--- config.mk ---
export PLATFORM = sky130hd
export DESIGN_NAME = hysteresis_thermostat_lockout
export DESIGN_NICKNAME = d
export VERILOG_FILES = /design/src/sv/htl_pkg.sv /design/src/sv/htl_csr.sv /design/src/sv/htl_core.sv /design/src/sv/hysteresis_thermostat_lockout.sv
export SDC_FILE = /design/constraint.sdc
export NUM_CORES = 1
export LEC_CHECK = 0
export ABC_AREA = 1
export BUFFER_PORTS_ARGS = -buffer_cell sky130_fd_sc_hd__buf_2
export CELL_PAD_IN_SITES_DETAIL_PLACEMENT = 1
export CELL_PAD_IN_SITES_GLOBAL_PLACEMENT = 1
export CORE_UTILIZATION = 49
export DETAILED_ROUTE_END_ITERATION = 12
export PLACE_DENSITY = 0.86
export REMOVE_ABC_BUFFERS = 1
export SYNTH_ARGS = -nofsm -noshare
export SYNTH_HDL_FRONTEND = slang
export SYNTH_HIERARCHICAL = 1
export SYNTH_SLANG_ARGS = --single-unit
--- constraint.sdc ---
create_clock -name clock -period 12.5 [get_ports clock]
set_clock_uncertainty 0.2 [all_clocks]
set_input_delay 1.875 -clock clock [delete_from_list [all_inputs] [get_ports clock]]
set_output_delay 1.875 -clock clock [all_outputs]
set_load 0.02 [all_outputs]
--- src/sv/htl_pkg.sv ---
package htl_pkg;

   // field widths fixed by the interface
   localparam int TEMP_W     = 12;
   localparam int TARGET_W   = 9;
   localparam int HYST_W     = 7;
   localparam int MIN_SW_W   = 22;
   localparam int READ_IV_W  = 20;
   localparam int NOW_W      = 32;
   localparam int CSR_DATA_W = 22;
   localparam int CSR_IDX_W  = 3;

   // register indexes
   localparam logic [CSR_IDX_W-1:0] CSR_TARGET_TEMP     = 3'd0;
   localparam logic [CSR_IDX_W-1:0] CSR_HYSTERESIS_BAND = 3'd1;
   localparam logic [CSR_IDX_W-1:0] CSR_ACTIVE_HIGH     = 3'd2;
   localparam logic [CSR_IDX_W-1:0] CSR_MIN_SWITCH      = 3'd3;
   localparam logic [CSR_IDX_W-1:0] CSR_READ_INTERVAL   = 3'd4;

   // opcodes
   localparam logic [1:0] OP_SAMPLE      = 2'd0;
   localparam logic [1:0] OP_FORCE_OFF   = 2'd1;
   localparam logic [1:0] OP_STATS_RESET = 2'd2;

   // clamp limits and reset values; temperatures in 1/16 degree units, times in ms
   localparam logic [TARGET_W-1:0]  TARGET_MIN   = 9'd288;
   localparam logic [TARGET_W-1:0]  TARGET_MAX   = 9'd480;
   localparam logic [TARGET_W-1:0]  TARGET_RST   = 9'd400;
   localparam logic [HYST_W-1:0]    HYST_MIN     = 7'd2;
   localparam logic [HYST_W-1:0]    HYST_MAX     = 7'd80;
   localparam logic [HYST_W-1:0]    HYST_RST     = 7'd8;
   localparam logic [MIN_SW_W-1:0]  MIN_SW_RST   = 22'd60000;
   localparam logic [READ_IV_W-1:0] READ_IV_RST  = 20'd1000;

   localparam logic signed [TEMP_W-1:0] DISCONNECT_CODE = -12'sd2032;
   localparam logic signed [TEMP_W-1:0] T85             = 12'sd1360;
   localparam logic signed [TEMP_W-1:0] T_LOW_EXCL      = -12'sd800;
   localparam logic signed [TEMP_W-1:0] T_HIGH_EXCL     = 12'sd800;
   localparam logic signed [TEMP_W-1:0] STAT_MIN_RST    = 12'sd1600;
   localparam logic signed [TEMP_W-1:0] STAT_MAX_RST    = -12'sd1600;

   typedef struct packed {
      logic [TARGET_W-1:0]  target_temp;
      logic [HYST_W-1:0]    hysteresis_band;
      logic                 heater_active_high;
      logic [MIN_SW_W-1:0]  switch_lockout_ms;
      logic [READ_IV_W-1:0] read_interval;
   } htl_cfg_type;

   typedef struct packed {
      logic [1:0]               opcode;
      logic [NOW_W-1:0]         now_ms;
      logic signed [TEMP_W-1:0] temp_sample;
      logic                     sensor_present;
   } htl_item_type;

   typedef struct packed {
      logic                     heater_level;
      logic                     heater_on;
      logic signed [TEMP_W-1:0] reported_temp;
      logic                     reported_valid;
      logic signed [TEMP_W-1:0] daily_min;
      logic signed [TEMP_W-1:0] daily_max;
      logic                     sample_accepted;
   } htl_result_type;

endpackage

--- src/sv/htl_csr.sv ---
module htl_csr (
   input  logic                                clock,
   input  logic                                reset,
   input  logic                                csr_wen,
   input  logic [htl_pkg::CSR_IDX_W-1:0]       csr_index,
   input  logic [htl_pkg::CSR_DATA_W-1:0]      csr_wdata,
   output htl_pkg::htl_cfg_type                cfg
);
   import htl_pkg::*;

   htl_cfg_type          cfg_ff, cfg_in;
   logic [TARGET_W-1:0]  tgt_raw;
   logic [HYST_W-1:0]    hyst_raw;

   assign tgt_raw  = csr_wdata[TARGET_W-1:0];
   assign hyst_raw = csr_wdata[HYST_W-1:0];

   always_comb begin
      cfg_in = cfg_ff;
      if (csr_wen) begin
         case (csr_index)
            CSR_TARGET_TEMP: begin
               // clamp into the allowed setpoint range
               if (tgt_raw < TARGET_MIN)      cfg_in.target_temp = TARGET_MIN;
               else if (tgt_raw > TARGET_MAX) cfg_in.target_temp = TARGET_MAX;
               else                           cfg_in.target_temp = tgt_raw;
            end
            CSR_HYSTERESIS_BAND: begin
               if (hyst_raw < HYST_MIN)      cfg_in.hysteresis_band = HYST_MIN;
               else if (hyst_raw > HYST_MAX) cfg_in.hysteresis_band = HYST_MAX;
               else                          cfg_in.hysteresis_band = hyst_raw;
            end
            CSR_ACTIVE_HIGH:   cfg_in.heater_active_high  = csr_wdata[0];
            CSR_MIN_SWITCH:    cfg_in.switch_lockout_ms   = csr_wdata[MIN_SW_W-1:0];
            CSR_READ_INTERVAL: cfg_in.read_interval       = csr_wdata[READ_IV_W-1:0];
            default: ;
         endcase
      end
   end

   always_ff @(posedge clock) begin
      if (reset) begin
         cfg_ff.target_temp         <= TARGET_RST;
         cfg_ff.hysteresis_band     <= HYST_RST;
         cfg_ff.heater_active_high  <= 1'b1;
         cfg_ff.switch_lockout_ms   <= MIN_SW_RST;
         cfg_ff.read_interval       <= READ_IV_RST;
      end else begin
         cfg_ff <= cfg_in;
      end
   end

   assign cfg = cfg_ff;

endmodule

--- src/sv/htl_core.sv ---
module htl_core #(
   parameter int TIME_BITS = 32
) (
   input  logic                    clock,
   input  logic                    reset,
   input  logic                    step,
   input  htl_pkg::htl_item_type   item,
   input  htl_pkg::htl_cfg_type    cfg,
   output htl_pkg::htl_result_type result
);
   import htl_pkg::*;

   localparam int CMP_W = (TIME_BITS > MIN_SW_W) ? TIME_BITS : MIN_SW_W;

   logic                     heater_ff, heater_in;
   logic [TIME_BITS-1:0]     switch_time_ff, switch_time_in;
   logic                     switch_free_ff, switch_free_in;
   logic [TIME_BITS-1:0]     read_time_ff, read_time_in;
   logic signed [TEMP_W-1:0] held_ff, held_in;
   logic                     held_valid_ff, held_valid_in;
   logic signed [TEMP_W-1:0] day_min_ff, day_min_in;
   logic signed [TEMP_W-1:0] day_max_ff, day_max_in;

   logic [TIME_BITS-1:0]     now_t;
   logic [TIME_BITS-1:0]     read_diff, switch_diff;
   logic                     read_due, switch_ok;
   logic                     take, good, in_range;
   logic signed [TEMP_W:0]   held_x, tgt_x, low_x;
   logic                     want_sw, do_sw;
   logic signed [TEMP_W-1:0] smp;

   assign smp         = item.temp_sample;
   assign now_t       = TIME_BITS'(item.now_ms);
   assign read_diff   = now_t - read_time_ff;
   assign switch_diff = now_t - switch_time_ff;
   assign read_due    = CMP_W'(read_diff) >= CMP_W'(cfg.read_interval);
   assign switch_ok   = switch_free_ff ||
                        (CMP_W'(switch_diff) >= CMP_W'(cfg.switch_lockout_ms));

   assign in_range = (smp != DISCONNECT_CODE) && (smp != T85) &&
                     (smp > T_LOW_EXCL) && (smp < T_HIGH_EXCL);
   assign take     = (item.opcode == OP_SAMPLE) && read_due;
   assign good     = take && item.sensor_present && in_range;

   assign held_in       = good ? smp : held_ff;
   assign held_valid_in = held_valid_ff | good;
   assign read_time_in  = take ? now_t : read_time_ff;

   always_comb begin
      day_min_in = day_min_ff;
      day_max_in = day_max_ff;
      if (item.opcode == OP_STATS_RESET) begin
         day_min_in = smp;
         day_max_in = smp;
      end else if (good) begin
         if (smp < day_min_ff) day_min_in = smp;
         if (smp > day_max_ff) day_max_in = smp;
      end
   end

   // regulate from the freshly updated held temperature
   assign held_x = {held_in[TEMP_W-1], held_in};
   assign tgt_x  = $signed({{(TEMP_W + 1 - TARGET_W){1'b0}}, cfg.target_temp});
   assign low_x  = tgt_x - $signed({{(TEMP_W + 1 - HYST_W){1'b0}}, cfg.hysteresis_band});

   assign want_sw = held_valid_in &&
                    ((heater_ff && (held_x >= tgt_x)) || (!heater_ff && (held_x <= low_x)));
   assign do_sw   = (item.opcode == OP_FORCE_OFF) ||
                    ((item.opcode == OP_SAMPLE) && want_sw && switch_ok);

   assign heater_in      = (item.opcode == OP_FORCE_OFF) ? 1'b0 :
                           (do_sw ? !heater_ff : heater_ff);
   assign switch_time_in = do_sw ? now_t : switch_time_ff;
   assign switch_free_in = switch_free_ff & ~do_sw;

   always_ff @(posedge clock) begin
      if (reset) begin
         heater_ff      <= 1'b1;
         switch_time_ff <= '0;
         switch_free_ff <= 1'b1;
         read_time_ff   <= '0;
         held_ff        <= '0;
         held_valid_ff  <= 1'b0;
         day_min_ff     <= STAT_MIN_RST;
         day_max_ff     <= STAT_MAX_RST;
      end else if (step) begin
         heater_ff      <= heater_in;
         switch_time_ff <= switch_time_in;
         switch_free_ff <= switch_free_in;
         read_time_ff   <= read_time_in;
         held_ff        <= held_in;
         held_valid_ff  <= held_valid_in;
         day_min_ff     <= day_min_in;
         day_max_ff     <= day_max_in;
      end
   end

   assign result.heater_level    = ~(heater_in ^ cfg.heater_active_high);
   assign result.heater_on       = heater_in;
   assign result.reported_temp   = held_valid_in ? held_in : DISCONNECT_CODE;
   assign result.reported_valid  = held_valid_in;
   assign result.daily_min       = day_min_in;
   assign result.daily_max       = day_max_in;
   assign result.sample_accepted = good;

endmodule

--- src/sv/hysteresis_thermostat_lockout.sv ---
// A beat accepted on req_ is held in the input register, then offered on rsp_ from the result register.
// Throughput: one beat per cycle while rsp_ is not stalled; the state update is a
//   compare-and-update loop between the input register and the result register.
// A stalled rsp_ holds its beat and backs the input register up into req_stall.
// Reset (synchronous, active high) loads the register defaults, heater on with
//   the first switch free, no held temperature and empty daily statistics.
module hysteresis_thermostat_lockout #(
   parameter int TIME_BITS = 32
) (
   input  logic                              clock,
   input  logic                              reset,

   input  logic                              req_valid,
   output logic                              req_stall,
   input  logic [1:0]                        req_opcode,
   input  logic [htl_pkg::NOW_W-1:0]         req_now_ms,
   input  logic signed [htl_pkg::TEMP_W-1:0] req_temp_sample,
   input  logic                              req_sensor_present,

   output logic                              rsp_valid,
   input  logic                              rsp_stall,
   output logic                              rsp_heater_level,
   output logic                              rsp_heater_on,
   output logic signed [htl_pkg::TEMP_W-1:0] rsp_reported_temp,
   output logic                              rsp_reported_valid,
   output logic signed [htl_pkg::TEMP_W-1:0] rsp_daily_min,
   output logic signed [htl_pkg::TEMP_W-1:0] rsp_daily_max,
   output logic                              rsp_sample_accepted,

   input  logic                              csr_wen,
   input  logic [htl_pkg::CSR_IDX_W-1:0]     csr_index,
   input  logic [htl_pkg::CSR_DATA_W-1:0]    csr_wdata
);
   import htl_pkg::*;

   htl_cfg_type    cfg;
   htl_item_type   item_ff, item_in;
   logic           item_valid_ff, item_valid_in;
   htl_result_type res_ff, res_comb;
   logic           rsp_valid_ff, rsp_valid_in;

   logic           req_take;    // input beat accepted this cycle
   logic           rsp_open;    // result register can load
   logic           advance;     // input register retires into the result register

   htl_csr u_csr (
      .clock     (clock),
      .reset     (reset),
      .csr_wen   (csr_wen),
      .csr_index (csr_index),
      .csr_wdata (csr_wdata),
      .cfg       (cfg)
   );

   htl_core #(
      .TIME_BITS (TIME_BITS)
   ) u_core (
      .clock  (clock),
      .reset  (reset),
      .step   (advance),
      .item   (item_ff),
      .cfg    (cfg),
      .result (res_comb)
   );

   // The result register frees up when empty or when its beat leaves this cycle,
   // so a held result never blocks the input side longer than the stall itself.
   assign rsp_open  = !rsp_valid_ff || !rsp_stall;
   assign advance   = item_valid_ff && rsp_open;
   assign req_stall = item_valid_ff && !rsp_open;
   assign req_take  = req_valid && !req_stall;

   assign item_in.opcode         = req_opcode;
   assign item_in.now_ms         = req_now_ms;
   assign item_in.temp_sample    = req_temp_sample;
   assign item_in.sensor_present = req_sensor_present;

   assign item_valid_in = req_take || (item_valid_ff && !advance);
   assign rsp_valid_in  = advance || (rsp_valid_ff && rsp_stall);

   always_ff @(posedge clock) begin
      if (reset) begin
         item_valid_ff <= 1'b0;
         rsp_valid_ff  <= 1'b0;
      end else begin
         item_valid_ff <= item_valid_in;
         rsp_valid_ff  <= rsp_valid_in;
      end
   end

   // payload: load the input beat on accept, the result on advance; hold otherwise
   always_ff @(posedge clock) begin
      if (req_take) begin
         item_ff <= item_in;
      end
      if (advance) begin
         res_ff <= res_comb;
      end
   end

   assign rsp_valid           = rsp_valid_ff;
   assign rsp_heater_level    = res_ff.heater_level;
   assign rsp_heater_on       = res_ff.heater_on;
   assign rsp_reported_temp   = res_ff.reported_temp;
   assign rsp_reported_valid  = res_ff.reported_valid;
   assign rsp_daily_min       = res_ff.daily_min;
   assign rsp_daily_max       = res_ff.daily_max;
   assign rsp_sample_accepted = res_ff.sample_accepted;

`ifndef SYNTHESIS
   // an input beat waiting for the result register is never dropped
   a_hold_item: assert property (@(posedge clock) disable iff (reset)
      (item_valid_ff && !advance) |=> item_valid_ff)
      else $error("input beat lost while waiting");

   // stall the input side only while a beat sits in the input register
   a_stall_cause: assert property (@(posedge clock) disable iff (reset)
      req_stall |-> (item_valid_ff && rsp_valid_ff && rsp_stall))
      else $error("req_stall without a blocked beat");

   // without any held reading, report the disconnect code and no acceptance
   a_no_reading: assert property (@(posedge clock) disable iff (reset)
      (rsp_valid && !rsp_reported_valid) |->
         (rsp_reported_temp == DISCONNECT_CODE && !rsp_sample_accepted))
      else $error("reported temperature without a valid reading");

   // a freshly accepted reading lies within the daily min and max
   a_stats_bound: assert property (@(posedge clock) disable iff (reset)
      (rsp_valid && rsp_sample_accepted) |->
         (rsp_reported_valid && rsp_daily_min <= rsp_reported_temp &&
          rsp_reported_temp <= rsp_daily_max))
      else $error("accepted reading outside daily statistics");
`endif

endmodule

### After elaboration in Yosys (flattened, before gate mapping)

Index checks and enable logic that the tools add are counted.

* muxes and demuxes: 13
* $lt $le $gt $ge: 12
* reductions and logical operators: 37
* add/sub/neg operators: 3
* equality and inequality tests: 8
* bitwise gates (word level): 5

Operator list (number)
* 12-bit two-way mux: 7
* 32-bit subtractor: 2
* 32-bit by 20-bit >= comparator with 1-bit output: 1
* 32-bit by 22-bit >= comparator with 1-bit output: 1
* 12-bit inequality test, second input constant: 2
* 9-bit two-way mux: 2
* 1-bit logical AND: 16
* 7-bit two-way mux: 2
* 2-bit AND reduction: 7
* 12-bit by 10-bit >= comparator with 1-bit output: 1
* 12-bit by 11-bit > comparator with 1-bit output, second input constant: 1
* 12-bit > comparator: 1
* 12-bit by 10-bit <= comparator with 1-bit output: 1
* 12-bit by 11-bit less-than comparator with 1-bit output, second input constant: 1
* 12-bit less-than comparator: 1
* 9-bit by 7-bit subtractor with 10-bit output: 1
* 9-bit > comparator, second input constant: 1
* 9-bit less-than comparator, second input constant: 1
* 7-bit > comparator, second input constant: 1
* 7-bit by 2-bit less-than comparator with 1-bit output, second input constant: 1
* 3-bit by 2-bit equality test with 1-bit output, second input constant: 2
* 1-bit zero test: 6
* 1-bit logical OR: 6
* 3-bit by 1-bit equality test with 1-bit output, second input constant: 1
* 10 further kinds: 12

* logic and storage cells: 104
* bits in registers: 251
* input bits: 77

### Depth between registers and ports, before layout

* depth after elaboration: 17
* gate-level depth with buffers: 46
* depth with buffers taken out: 43

### Hierarchy

The synthesis kept the hierarchy.

Modules (own cells, without submodules)
* htl_core: cells an instance 1824, times used 1, area an instance 11263.3 um^2, sequential area each 2062.0 um^2
* hysteresis_thermostat_lockout: cells an instance 99, times used 1, area an instance 2703.8 um^2, sequential area each 2652.5 um^2
* htl_csr: cells an instance 281, times used 1, area an instance 2306.0 um^2, sequential area each 1181.1 um^2

### Worst setup path before layout

Ideal clock, no wire load.

* path type: register -> register
* start point: register item_ff[15] (netlist name)
* end point: register u_core.switch_time_ff[10]
* data arrival time: 5.132 ns
* stages on the path, launching flop included: 41
* required time: 12.185 ns
* setup slack: 7.053 ns
* path buffers: 4
* cells stage by stage: edfxtp_1 > ha_1 > a21oi_1 > nand2_1 > nand2_1 > nand2_1 > nand2_1 > nand2_1 > a41oi_1 > xnor2_1 > ha_1 > a21oi_1 > nor2_1 > a211oi_1 > nand2_1 > nor2_1 > nand2_1 > nor2_1 > [... 5 more ...] > o21ai_0 > ha_1 > o21a_1 > o21a_1 > o21ai_0 > o211ai_1 > a21oi_1 > nand3_1 > nand2_1 > nand2_1 > nand3_1 > nor2_2 > nand2_2 > nand2_2 > buf_6 > buf_6 > a21oi_1 > nor2_1

* word-level cells in the longest chain between the ends: 14
* elaborated cells between the ends (all ways): 20
* classes of those cells: add/sub: 2; order compare: 4; mux: 1; bitwise: 1; reduce/logical: 12

Ends and longest elaborated chain
* from (decl): RTL line hysteresis_thermostat_lockout.sv:37 `htl_item_type item_ff, item_in;`
* from (signal assigned): RTL line hysteresis_thermostat_lockout.sv:94 `item_ff <= item_in;`
* 32-bit subtractor *: RTL line htl_core.sv:34 `assign read_diff = now_t - read_time_ff;`
* 32-bit by 20-bit >= comparator with 1-bit output *: RTL line htl_core.sv:36 `assign read_due = CMP_W'(read_diff) >= CMP_W'(cfg.read_interval);`
* 1-bit logical AND *: RTL line htl_core.sv:42 `assign take = (item.opcode == OP_SAMPLE) && read_due;`
* 1-bit logical AND * (2 in a row): RTL line htl_core.sv:43 `assign good = take && item.sensor_present && in_range;`
* named net u_core.good: RTL line htl_core.sv:27 `logic take, good, in_range;`
* 12-bit two-way mux *: RTL line htl_core.sv:45 `assign held_in = good ? smp : held_ff;`
* named net u_core.held_in[2]: RTL line htl_core.sv:19 `logic signed [TEMP_W-1:0] held_ff, held_in;`
* 12-bit by 10-bit >= comparator with 1-bit output / 12-bit by 10-bit <= comparator with 1-bit output (equally long branches): RTL line htl_core.sv:67 `((heater_ff && (held_x >= tgt_x)) || (!heater_ff && (held_x <= low_x)));`
* 1-bit logical AND: RTL line htl_core.sv:67
* 1-bit logical OR *: RTL line htl_core.sv:67
* 1-bit logical AND *: RTL line htl_core.sv:66 `assign want_sw = held_valid_in &&`
* 1-bit logical AND * (2 in a row): RTL line htl_core.sv:69 `((item.opcode == OP_SAMPLE) && want_sw && switch_ok);`
* 1-bit logical OR *: RTL line htl_core.sv:68 `assign do_sw = (item.opcode == OP_FORCE_OFF) ||`
* 2-bit AND reduction (no line) *
* to (signal assigned): RTL line htl_core.sv:88 `switch_time_ff <= switch_time_in;`
* to (decl): RTL line htl_core.sv:16 `logic [TIME_BITS-1:0] switch_time_ff, switch_time_in;`

Mark *: on every way through the listed nets, which the timed path passes. The rest lies on a longest branch.
A chain may end at the register's enable or synchronous reset.

==> reports/metrics.csv <==
stage,metric,value,unit
status,status,finished clean,
critical_path,Worst Reg2Reg Path Length in Cells,37,
min_path,Hold Crit Endpoint,u_core/read_time_ff[19],
synthesis,"Seq/Total Area, Yosys",0.3623,
min_path,min-delay worst type,reg -> reg,
min_path,hold path start,u_core/read_time_ff[19],
clock_tree,post-CTS setup buffers,0,
floorplan,initial core utilization,0.4989,
final_layout,# fillers,4189,
route,DR WL/cell,17.56,um
clock_tree,Clock H-tree levels,1,
critical_path,critical path type,reg -> reg,
critical_path,r2r setup slk,5550,ps
timing,fin. max-slew vios,0,
timing,crit share post-route,0.5557,
clock_tree,clock tree sinks,251,
route,Vias/cell,5.390,
critical_path,Crit-path slowest cell,o21ai_0,
critical_path,"Max FO, Critical Path",47,
global_routing,total track usage,0.2884,
critical_path,slowest cell delay on critical path,460,ps
synthesis,asr flop ratio synth,0,
clock_tree,CTS tree,built,
critical_path,"Arr. time, crit path",7220,ps
route,Detail Route Antenna Nets,0,
synthesis,ranking of synthesized cells by area,"dfxtp_1 (20%), edfxtp_1 (16%), ha_1 (12%)",
floorplan,floorplan row count,66,
timing,unrepaired setup endpoints after global routing,no,
timing,final setup fails,0,
clock_tree,worst skew pair latency,590,ps
critical_path,crit end category,register,
critical_path,WP data required,12770,ps
synthesis,Post-synth EDFFs,87,
global_routing,pin count of the biggest net entering global routing,78,
synthesis,Netlist cell types,62,
route,DRC viols,0,
route,drt initial violations,620,
critical_path,CP Launch Type,register,
placed_design,placed cells,2711,
placed_design,Port Buffers,118,
final_layout,Final Instance Area,18110,um2
synthesis,Synth top area share,0.2018,
global_routing,global route total overflow,0,
clock_tree,hold_buf cts,0,
synthesis,Yosys reg bits,251,
critical_path,Critical Path Most Common Cell,nand2_1,
floorplan,core area,32620,um2
final_layout,ANT cells,0,
placed_design,GPL Wtd Cong,0.8995,
route,vias post-DR,14900,
synthesis,Synth Flop Type,dfxtp_1,
floorplan,Die ar.,33940,um2
clock_tree,Num CTS Buffers,29,
synthesis,Synth area leader,dfxtp_1,
clock_tree,Resize count post-CTS,0,
timing,final setup TNS,0,ps
route,WL final,48560,um
synthesis,Gate Count Post-Synth,2204,
timing,Final Hold Fails,0,
global_routing,global-route wire length before repair,77700,um
final_layout,nets,2534,
synthesis,YS warnings,6,
clock_tree,cell at the root of the clock tree,clkbuf_16,
min_path,hold path depth,2,
synthesis,Post-Syn Area per Cell,7.383,um2
final_layout,Non-Filler Instances,2765,
timing,FMAX,144.0,MHz
synthesis,mapped cell area,16270,um2
placed_design,HPWL after DPL,36730,um
pwr,Cell Pwr Density,124.4,nW/um2
global_routing,initial antenna violation count,0,
pwr,leakage power,8.714,nW
timing,Max-slew headroom,0.3087,
floorplan,Ports,119,
clock_tree,maximum root-to-sink buffer count,3,
final_layout,Area Growth Syn to Fin,11.32,%
placed_design,placed cell areas,17130,um2
floorplan,die height,184.2,um
final_layout,final core utilization,0.5554,
critical_path,worst flop-to-flop path endpoint,u_core/switch_time_ff[29],
timing,post-layout minimum cycle time,6946,ps
clock_tree,clock-pin transition on the worst setup and hold timing paths,60,ps
floorplan,Die Wd,184.2,um
global_routing,number of global-route vias before repair,15490,
pwr,maximum VDD drop,0.0001055,V
critical_path,worst reg2reg path startpoint,item_ff[15],
job,# Max-Cap Violations,0,
route,drt pass-1 iters,5,
timing,Worst Tran Pin Value,1031,ps
synthesis,synth cell count leaders,"nand2_1 (475), inv_1 (412), a21oi_1 (219)",
final_layout,layout cells sized above 1,0.1068,
synthesis,"count leader, synth",nand2_1,
area by class of cell:
class | instances | area (um2) | share of cell area
timing repair buffer | 128 | 665.6 | 0.03675
multi-input combinational | 1461 | 8401 | 0.4637
sequential | 251 | 5896 | 0.3255
clock inverter | 11 | 128.9 | 0.007114
clock buffer | 43 | 859.6 | 0.04745
tap | 442 | 553.0 | 0.03053
inverter | 429 | 1612 | 0.08896
layer usage:
metal  track usage  routed length (um)  up-vias
met1        0.3418               20860     7217
met4        0.1033                1632        0
li1              -                   -     7295
met5             0                   0        -
met3       0.02826                1539      102
met2        0.5364               24530      288
flip-flops by register name, summed over array words and instances, names as in the netlist, 12 cells and up:
signal                 cells
item_ff                   47
u_core/read_time_ff       32
rsp_daily_max             12
u_core/day_max_ff         12
rsp_daily_min             12
u_core/held_ff            12
u_csr/cfg                 59
u_core/switch_time_ff     32
rsp_reported_temp         12
u_core/day_min_ff         12
cells in the final DEF (no fill, tap or decap), drive strengths merged, types with 4 or more instances in the layout:
| cell type | instances |
|---|---|
| o21ai | 123 |
| buf | 128 |
| nand3 | 100 |
| edfxtp | 87 |
| inv | 429 |
| nor2 | 188 |
| clkinv | 7 |
| nor3 | 28 |
| o21a | 7 |
| nand2 | 481 |
| a211oi | 18 |
| a21oi | 220 |
| o31ai | 4 |
| nand4 | 19 |
| clkbuf | 43 |
| o21bai | 9 |
| xor2 | 36 |
| and2 | 5 |
| ha | 154 |
| o211ai | 18 |
| a31oi | 6 |
| dfxtp | 164 |
| xnor2 | 17 |
how the worst max path moves through the flow:
stage / startpoint / endpoint / slack (ps) / cells after the start
after global placement: item_ff[15] / u_core/switch_time_ff[31] / 5880 / 37
after floorplan: rsp_stall / u_core/held_ff[10] / 760 / 6
final: item_ff[15] / u_core/switch_time_ff[29] / 5550 / 37
after detailed placement: item_ff[15] / u_core/switch_time_ff[16] / 5630 / 37
after global routing: item_ff[15] / u_core/switch_time_ff[24] / 4970 / 38
after CTS: item_ff[15] / u_core/switch_time_ff[16] / 5600 / 37
per-stage QoR:
| step | total power, W | hold WS, ps | worst slack [ps] |
|---|---|---|---|
| after CTS | 0.002273 | 260.8 | 5600 |
| final | 0.002254 | 256.6 | 5554 |
| after global placement | 0.001358 | 232.6 | 5885 |
| after floorplan | 0.001238 | 216.4 | 763.4 |
| after global routing | 0.002359 | 271.5 | 4970 |
| after detailed placement | 0.001387 | 244.9 | 5633 |
where the power goes:
group	total [W]	switching, W	internal (W)
combinational	0.000468	0.000308	0.000160
clock	0.000876	0.000358	0.000519
sequential	0.000910	0.0000254	0.000885
worst max-delay path, delay by kind of cell, from the launching register on:
kind | cells | cell delay (ps)
compound gates | 11 | 2180
simple gates | 20 | 2130
fa+ha+maj | 3 | 970
buf+inv | 2 | 680
flops | 1 | 450
xor+xnor | 1 | 140
logic make-up (layout without fill, tap and decap cells):
group | after synthesis | count (layout) | share of synthesized area
fa+ha+maj | 157 | 157 | 0.1221
flops | 251 | 251 | 0.3623
simple gates | 828 | 828 | 0.2199
xor+xnor | 53 | 53 | 0.02852
buf+inv | 492 | 611 | 0.1225
compound gates | 423 | 423 | 0.1447
Note: power is estimated with default switching activity, not from simulation.
